`config.mk`:
```
export PLATFORM = sky130hd
export DESIGN_NAME = earliest_free_server_scheduler_core
export DESIGN_NICKNAME = d
export VERILOG_FILES = /design/src/sv/efs_pkg.sv /design/src/sv/earliest_free_server_scheduler_core.sv /design/src/sv/efs_ram.sv
export SDC_FILE = /design/constraint.sdc
export NUM_CORES = 2
export LEC_CHECK = 0
export BUFFER_PORTS_ARGS = -buffer_cell sky130_fd_sc_hd__buf_2
export CORE_AREA = 3 3 616 618
export DETAILED_ROUTE_END_ITERATION = 16
export DIE_AREA = 0 0 619 621
export PLACE_DENSITY = 0.61
export SLEW_MARGIN = 10
export SYNTH_ARGS = -nofsm -noshare
export SYNTH_HDL_FRONTEND = slang
export SYNTH_SLANG_ARGS = --single-unit
```
`constraint.sdc`:
```
create_clock -name clk -period 11 [get_ports clk]
set_input_delay 0.55 -clock clk [delete_from_list [all_inputs] [get_ports clk]]
set_output_delay 0.55 -clock clk [all_outputs]
set_load 0.005 [all_outputs]
```
`src/sv/efs_pkg.sv`:
```
// shared constants for the earliest-free-server scheduler
`default_nettype none
package efs_pkg;
    localparam int TIME_W      = 48;
    localparam int DUR_W       = 32;
    localparam int COUNT_W     = 7;
    localparam int MAX_SERVERS = 64;
    localparam logic [TIME_W-1:0] TIME_MAX = {TIME_W{1'b1}};
endpackage
`default_nettype wire

```
`src/sv/earliest_free_server_scheduler_core.sv`:
```
// top level: earliest-free-server scheduler around a free-time RAM
//
//  channel | signals                               | dir
//  in      | in_valid, in_stall, arrival_time,     | request in
//          | job_duration                          |
//  out     | out_valid, out_stall, finish_time     | request out
//  cfg     | cfg_we, cfg_data (server_count)       | write only
//
// After reset a clearing pass writes zero to every RAM entry, one a cycle,
// with in_stall high. A request then scans the active servers through the RAM
// read port, one entry a cycle, writes the finish time back and then raises
// out_valid; the next request is accepted only after the result is taken
// with out_stall low. in_stall stays high while a request is in flight or a
// result waits.
`default_nettype none
module earliest_free_server_scheduler_core #(
    parameter int MAX_SERVERS = efs_pkg::MAX_SERVERS
) (
    input  wire logic                        clk,
    input  wire logic                        rst_n,
    input  wire logic                        cfg_we,
    input  wire logic [efs_pkg::COUNT_W-1:0] cfg_data,
    input  wire logic                        in_valid,
    output logic                             in_stall,
    input  wire logic [efs_pkg::TIME_W-1:0]  arrival_time,
    input  wire logic [efs_pkg::DUR_W-1:0]   job_duration,
    output logic                             out_valid,
    input  wire logic                        out_stall,
    output logic      [efs_pkg::TIME_W-1:0]  finish_time
);
    localparam int AW = (MAX_SERVERS > 1) ? $clog2(MAX_SERVERS) : 1;
    localparam int RD = 1 << AW;
    localparam int CW = AW + 1;

    typedef enum logic [2:0] {S_CLEAR, S_IDLE, S_SCAN, S_WRITE, S_OUT} state_t;

    state_t                       state_reg;
    logic [efs_pkg::COUNT_W-1:0]  count_reg;
    logic [CW-1:0]                idx_reg;
    logic [CW-1:0]                cnt_act_reg;
    logic [AW-1:0]                best_reg;
    logic [efs_pkg::TIME_W-1:0]   best_val_reg;
    logic                         have_reg;
    logic [AW-1:0]                tag_reg;
    logic                         tag_vld_reg;
    logic [efs_pkg::TIME_W-1:0]   arr_reg;
    logic [efs_pkg::DUR_W-1:0]    dur_reg;
    logic [efs_pkg::TIME_W-1:0]   fin_reg;

    logic                         we;
    logic [AW-1:0]                waddr;
    logic [efs_pkg::TIME_W-1:0]   wdata;
    logic [AW-1:0]                raddr;
    logic [efs_pkg::TIME_W-1:0]   rdata;
    logic [CW-1:0]                act;
    logic [efs_pkg::TIME_W-1:0]   start;
    logic [efs_pkg::TIME_W:0]     sum;

    efs_ram #(.WIDTH(efs_pkg::TIME_W), .DEPTH(RD)) u_ram (
        .clk   (clk),
        .we    (we),
        .waddr (waddr),
        .wdata (wdata),
        .raddr (raddr),
        .rdata (rdata)
    );

    // active server count, clamped to 1..MAX_SERVERS
    always_comb
    begin
        if (count_reg == '0)
            act = CW'(1);
        else if (32'(count_reg) > MAX_SERVERS)
            act = CW'(MAX_SERVERS);
        else
            act = CW'(count_reg);
    end

    // finish time with saturation
    always_comb
    begin
        start = (arr_reg > best_val_reg) ? arr_reg : best_val_reg;
        sum   = {1'b0, start} + {{(efs_pkg::TIME_W-efs_pkg::DUR_W+1){1'b0}}, dur_reg};
    end

    // memory port control
    always_comb
    begin
        we    = (state_reg == S_CLEAR) || (state_reg == S_WRITE);
        waddr = (state_reg == S_CLEAR) ? idx_reg[AW-1:0] : best_reg;
        wdata = (state_reg == S_CLEAR) ? '0 :
                (sum[efs_pkg::TIME_W] ? efs_pkg::TIME_MAX : sum[efs_pkg::TIME_W-1:0]);
        raddr = idx_reg[AW-1:0];
    end

    assign in_stall    = (state_reg != S_IDLE);
    assign out_valid   = (state_reg == S_OUT);
    assign finish_time = fin_reg;

    // sequencer: clear, scan for minimum, write back, present result
    always_ff @(posedge clk or negedge rst_n)
    begin
        if (!rst_n)
        begin
            state_reg    <= S_CLEAR;
            count_reg    <= efs_pkg::COUNT_W'(1);
            idx_reg      <= '0;
            cnt_act_reg  <= '0;
            best_reg     <= '0;
            best_val_reg <= '0;
            have_reg     <= 1'b0;
            tag_reg      <= '0;
            tag_vld_reg  <= 1'b0;
            arr_reg      <= '0;
            dur_reg      <= '0;
            fin_reg      <= '0;
        end
        else
        begin
            if (cfg_we)
            begin
                count_reg <= cfg_data;
            end
            case (state_reg)
                S_CLEAR:
                begin
                    if (32'(idx_reg) == RD - 1)
                    begin
                        idx_reg   <= '0;
                        state_reg <= S_IDLE;
                    end
                    else
                    begin
                        idx_reg <= idx_reg + CW'(1);
                    end
                end
                S_IDLE:
                begin
                    if (in_valid)
                    begin
                        arr_reg     <= arrival_time;
                        dur_reg     <= job_duration;
                        cnt_act_reg <= act;
                        idx_reg     <= CW'(1);
                        tag_reg     <= '0;
                        tag_vld_reg <= 1'b1;
                        have_reg    <= 1'b0;
                        state_reg   <= S_SCAN;
                    end
                end
                S_SCAN:
                begin
                    // rdata holds entry tag_reg, read last cycle
                    if (tag_vld_reg)
                    begin
                        if (!have_reg || (rdata < best_val_reg))
                        begin
                            best_val_reg <= rdata;
                            best_reg     <= tag_reg;
                        end
                        have_reg <= 1'b1;
                    end
                    if (idx_reg < cnt_act_reg)
                    begin
                        tag_reg     <= idx_reg[AW-1:0];
                        tag_vld_reg <= 1'b1;
                        idx_reg     <= idx_reg + CW'(1);
                    end
                    else if (tag_vld_reg)
                    begin
                        tag_vld_reg <= 1'b0;
                    end
                    else
                    begin
                        state_reg <= S_WRITE;
                    end
                end
                S_WRITE:
                begin
                    fin_reg   <= wdata;
                    idx_reg   <= '0;
                    state_reg <= S_OUT;
                end
                S_OUT:
                begin
                    if (!out_stall)
                    begin
                        state_reg <= S_IDLE;
                    end
                end
                default:
                begin
                    state_reg <= S_IDLE;
                end
            endcase
        end
    end
endmodule
`default_nettype wire

```
`src/sv/efs_ram.sv`:
```
// generic single-port-write, single-read RAM with registered read
`default_nettype none
module efs_ram #(
    parameter int WIDTH = 8,
    parameter int DEPTH = 16
) (
    input  wire logic                     clk,
    input  wire logic                     we,
    input  wire logic [$clog2(DEPTH)-1:0] waddr,
    input  wire logic [WIDTH-1:0]         wdata,
    input  wire logic [$clog2(DEPTH)-1:0] raddr,
    output logic      [WIDTH-1:0]         rdata
);
    logic [WIDTH-1:0] mem [DEPTH];

    // write port and registered read port
    always_ff @(posedge clk)
    begin
        if (we)
        begin
            mem[waddr] <= wdata;
        end
        rdata <= mem[raddr];
    end
endmodule
`default_nettype wire
```
==> flow_summary.json <==
{
  "outcome": "finished, final reports clean",
  "htreeDepth": 5,
  "cts_tree": "built",
  "antenna_found_initial": 24,
  "max-clock-path-buffers": 4,
  "first_pass_iters": 5,
  "worst-path-buf-inv": 5,
  "ys_warn_count": 0,
  "finalNetCount": 6774,
  "die_w_um": 619,
  "core_area_um2": 375000,
  "slew-limit-headroom": 0.139,
  "ir_worst_vdd_mv": 0.110,
  "syn_inst": 6062,
  "die_height_um": 621,
  "crit_path_frequent_cell": "buf_4",
  "cts-root-buf": "clkbuf_16",
  "vias": 67400,
  "path_class": "register to register",
  "grtUsageMet3": 0.0394,
  "leakagePower_nw": 40.3,
  "yosysSeqAreaShare": 0.752,
  "end_kind": "register",
  "largest_reg_flops": 3072,
  "syn-num-nets": 6289,
  "hold_path_class": "input port to register",
  "synth_edf_count": 3072,
  "grt-busiest-layer": "met2",
  "cts_made_buffers": 328,
  "crit_chain": "inv_1 > ha_1 > nand2_1 > o21ai_0 > a21oi_1 > o21ai_0 > o211ai_2 > nand2_2 > buf_4 > o21ai_0 > ha_1 > o21ai_1 > a21oi_2 > o311ai_2 > o21ai_4 > o21ai_2 > o41ai_4 > buf_4 > o21ai_2 > or3_4 > buf_4 > a21oi_4 > buf_4",
  "postCtsSetupBuffers": 0,
  "required_ns": 11.69,
  "grt_use_met1": 0.274,
  "die_area_um2": 384000,
  "clock_latency_ns": 0.90,
  "synth_area_um2": 131000,
  "hpwl_um": 212000,
  "ant_nets": 0,
  "clock_skew_ns": 0.0626,
  "design_area_um2": 151000,
  "critPathMaxStageDelay_ns": 0.97,
  "drt-total-wl_um": 386000,
  "gr-total-overflow": 0,
  "maxCapViolCount": 0,
  "ys_ff_latch": 3334,
  "utilization": 0.404,
  "synth_cell_types": 77,
  "drc": 0,
  "min_period_ns": 7.81,
  "grtUsageTotal": 0.197,
  "setup_viol": 0,
  "drv_slew": 0,
  "postPlaceCellArea_um2": 139000,
  "syn_avg_cell_area_um2": 21.6,
  "cp_slowest_cell": "a21oi_4",
  "fin_cells": 11800,
  "grt_pass1_vias": 66200,
  "area_growth_pct": 15.5,
  "fin_setup_tns_ns": 0,
  "synth-main-ff-cell": "edfxtp_1",
  "grt_pass1_wl_um": 535000,
  "p_per_area_nw_per_um2": 163,
  "async_flop_share": 0.0642,
  "crit_fanout": 60,
  "start_kind": "register",
  "met2_usage": 0.317,
  "start_util": 0.350,
  "regMostFlops": "u_ram.mem",
  "crit_arrival_ns": 8.50,
  "min_period_over_period": 0.710,
  "tightest_slew_ns": 1.28,
  "std_cell_rows": 225,
  "final_layout_size_suffix_gt1_frac": 0.299,
  "clock-sinks": 3334,
  "power.total_w": 0.0247,
  "port_buffers": 141,
  "wl_per_cell_um": 32.7,
  "cts.clk_slew.worst_paths_ns": 0.07,
  "ios": 142,
  "globalplace.congestion": 0.860,
  "drtIter0Drc": 10400,
  "rsz0062_at_grt": "false",
  "grt_max_degree": 127,
  "finalHoldViolations": 0,
  "place_inst": 11100,
  "avgViaCountPerCell": 5.71,
  "max_freq_mhz": 128,
  "cpLargestDelayFamily": "compound AO/OA/AOI/OAI gates"
}
==> cells in the mapped netlist, types with 9 or more instances <==
cell type | instances | share of area
nand2_1 | 364 | 0.010
dfrtp_1 | 213 | 0.041
and3_1 | 13 | 0.00062
a21oi_1 | 89 | 0.0034
mux4_2 | 1008 | 0.17
o21ai_1 | 20 | 0.00076
nor3_1 | 17 | 0.00065
nor4_1 | 12 | 0.00057
nor2b_1 | 9 | 0.00043
nor2_1 | 166 | 0.0048
mux2_2 | 65 | 0.0056
o31ai_1 | 15 | 0.00086
ha_1 | 134 | 0.013
a31oi_1 | 33 | 0.0016
a21oi_2 | 9 | 0.00060
o21ai_0 | 126 | 0.0048
a21o_1 | 34 | 0.0019
buf_1 | 62 | 0.0018
buf_2 | 21 | 0.00080
dfxtp_1 | 48 | 0.0073
nand3_1 | 40 | 0.0015
xnor2_1 | 17 | 0.0011
clkbuf_1 | 215 | 0.0062
xor2_1 | 10 | 0.00067
nand4_1 | 25 | 0.0012
nand2b_1 | 15 | 0.00072
edfxtp_1 | 3072 | 0.70
o21a_1 | 9 | 0.00052
inv_1 | 80 | 0.0023
o31a_1 | 9 | 0.00060
==> layout by cell type, fill, tap and decap left out, types with 65 or more instances in the layout <==
cell and count:
a21oi_1 76, buf_2 140, buf_4 186, clkbuf_1 77
clkbuf_16 335, clkinv_1 67, dfrtp_1 209, dlygate4sd3_1 90
edfxtp_1 3072, ha_1 134, inv_1 80, mux2_2 65
mux4_2 1008, nand2_1 363, nor2_1 78, nor2_4 88
o21ai_0 124
==> report_power, final <==
group          leakage, nW   total, W  switching, W  internal, W
Combinational         10.6  0.0000671     0.0000308    0.0000363
Sequential            24.6     0.0136    0.00000347       0.0136
Clock                 5.02     0.0110       0.00475      0.00622
==> worst reg2reg max path, cell delays in order, from the launching register on <==
cell	delay, ns
dfrtp_1	0.34
inv_1	0.07
ha_1	0.33
nand2_1	0.06
o21ai_0	0.27
a21oi_1	0.12
o21ai_0	0.64
o211ai_2	0.28
nand2_2	0.17
buf_4	0.45
o21ai_0	0.20
ha_1	0.42
o21ai_1	0.11
a21oi_2	0.21
o311ai_2	0.21
o21ai_4	0.29
o21ai_2	0.17
o41ai_4	0.37
buf_4	0.29
o21ai_2	0.20
or3_4	0.67
buf_4	0.38
a21oi_4	0.99
buf_4	0.36
==> cell families (layout without fill, tap and decap cells) <==
family	count (synthesis)	count (layout)	share of synthesized area
xor+xnor	27	27	0.00180
compound gates	400	400	0.0191
flops	3334	3334	0.752
simple gates	698	698	0.0232
mux	1080	1080	0.179
fa+ha+maj	135	135	0.0129
other cells	0	6	0
buf+inv	388	1131	0.0116
==> metrics by stage <==
| step | hold WS, ns | setup slack [ns] |
|---|---|---|
| 6_report | 0.0623 | 3.19 |
| 5_1_grt | 0.0496 | 2.75 |
| 4_1_cts | 0.00473 | 3.12 |
| 3_5_place_dp | 0.480 | 3.18 |
| 3_3_place_gp | 0.468 | 3.30 |
| 2_1_floorplan | 0.254 | 3.05 |
==> routing by layer <==
metal / vias to the layer above / share of wire
li1: 26300 / -
met1: 36700 / 0.39
met2: 3831 / 0.48
met3: 595 / 0.097
met4: 6 / 0.027
met5: - / 0.00011
==> area by class of cell <==
type | instances | area, um^2
Antenna cell | 6 | 15.0
Clock buffer | 420 | 8780
Clock inverter | 168 | 1520
Fill cell | 32600 | 224000
Inverter | 83 | 322
Multi-Input combinational cell | 2340 | 31900
Sequential cell | 3334 | 98600
Tap cell | 4994 | 6250
Timing Repair Buffer | 460 | 3960
==> repair_timing <==
item	4_1_cts	5_1_grt
gates resized for setup	0	0
endpoints found under the setup margin	0	0
hold endpoints to repair	204	0
hold buffers	90	0
==> path summary, 6_finish.rpt <==
path	slack, ns	to	start	depth (start not counted)
setup / recovery	3.19	u_ram.mem[62][27]	best_val_reg[23]	23
hold / removal	0.06	count_reg[1]	cfg_we	2
setup reg to reg	3.19	u_ram.mem[62][27]	best_val_reg[23]	23
hold reg to reg	0.50	finish_time[40]	finish_time[40]	2
max in group asynchronous	9.09	idx_reg[2]	rst_n	3
min in group asynchronous	0.38	finish_time[13]	rst_n	2
No activity file was read; power rests on OpenSTA's default activity.
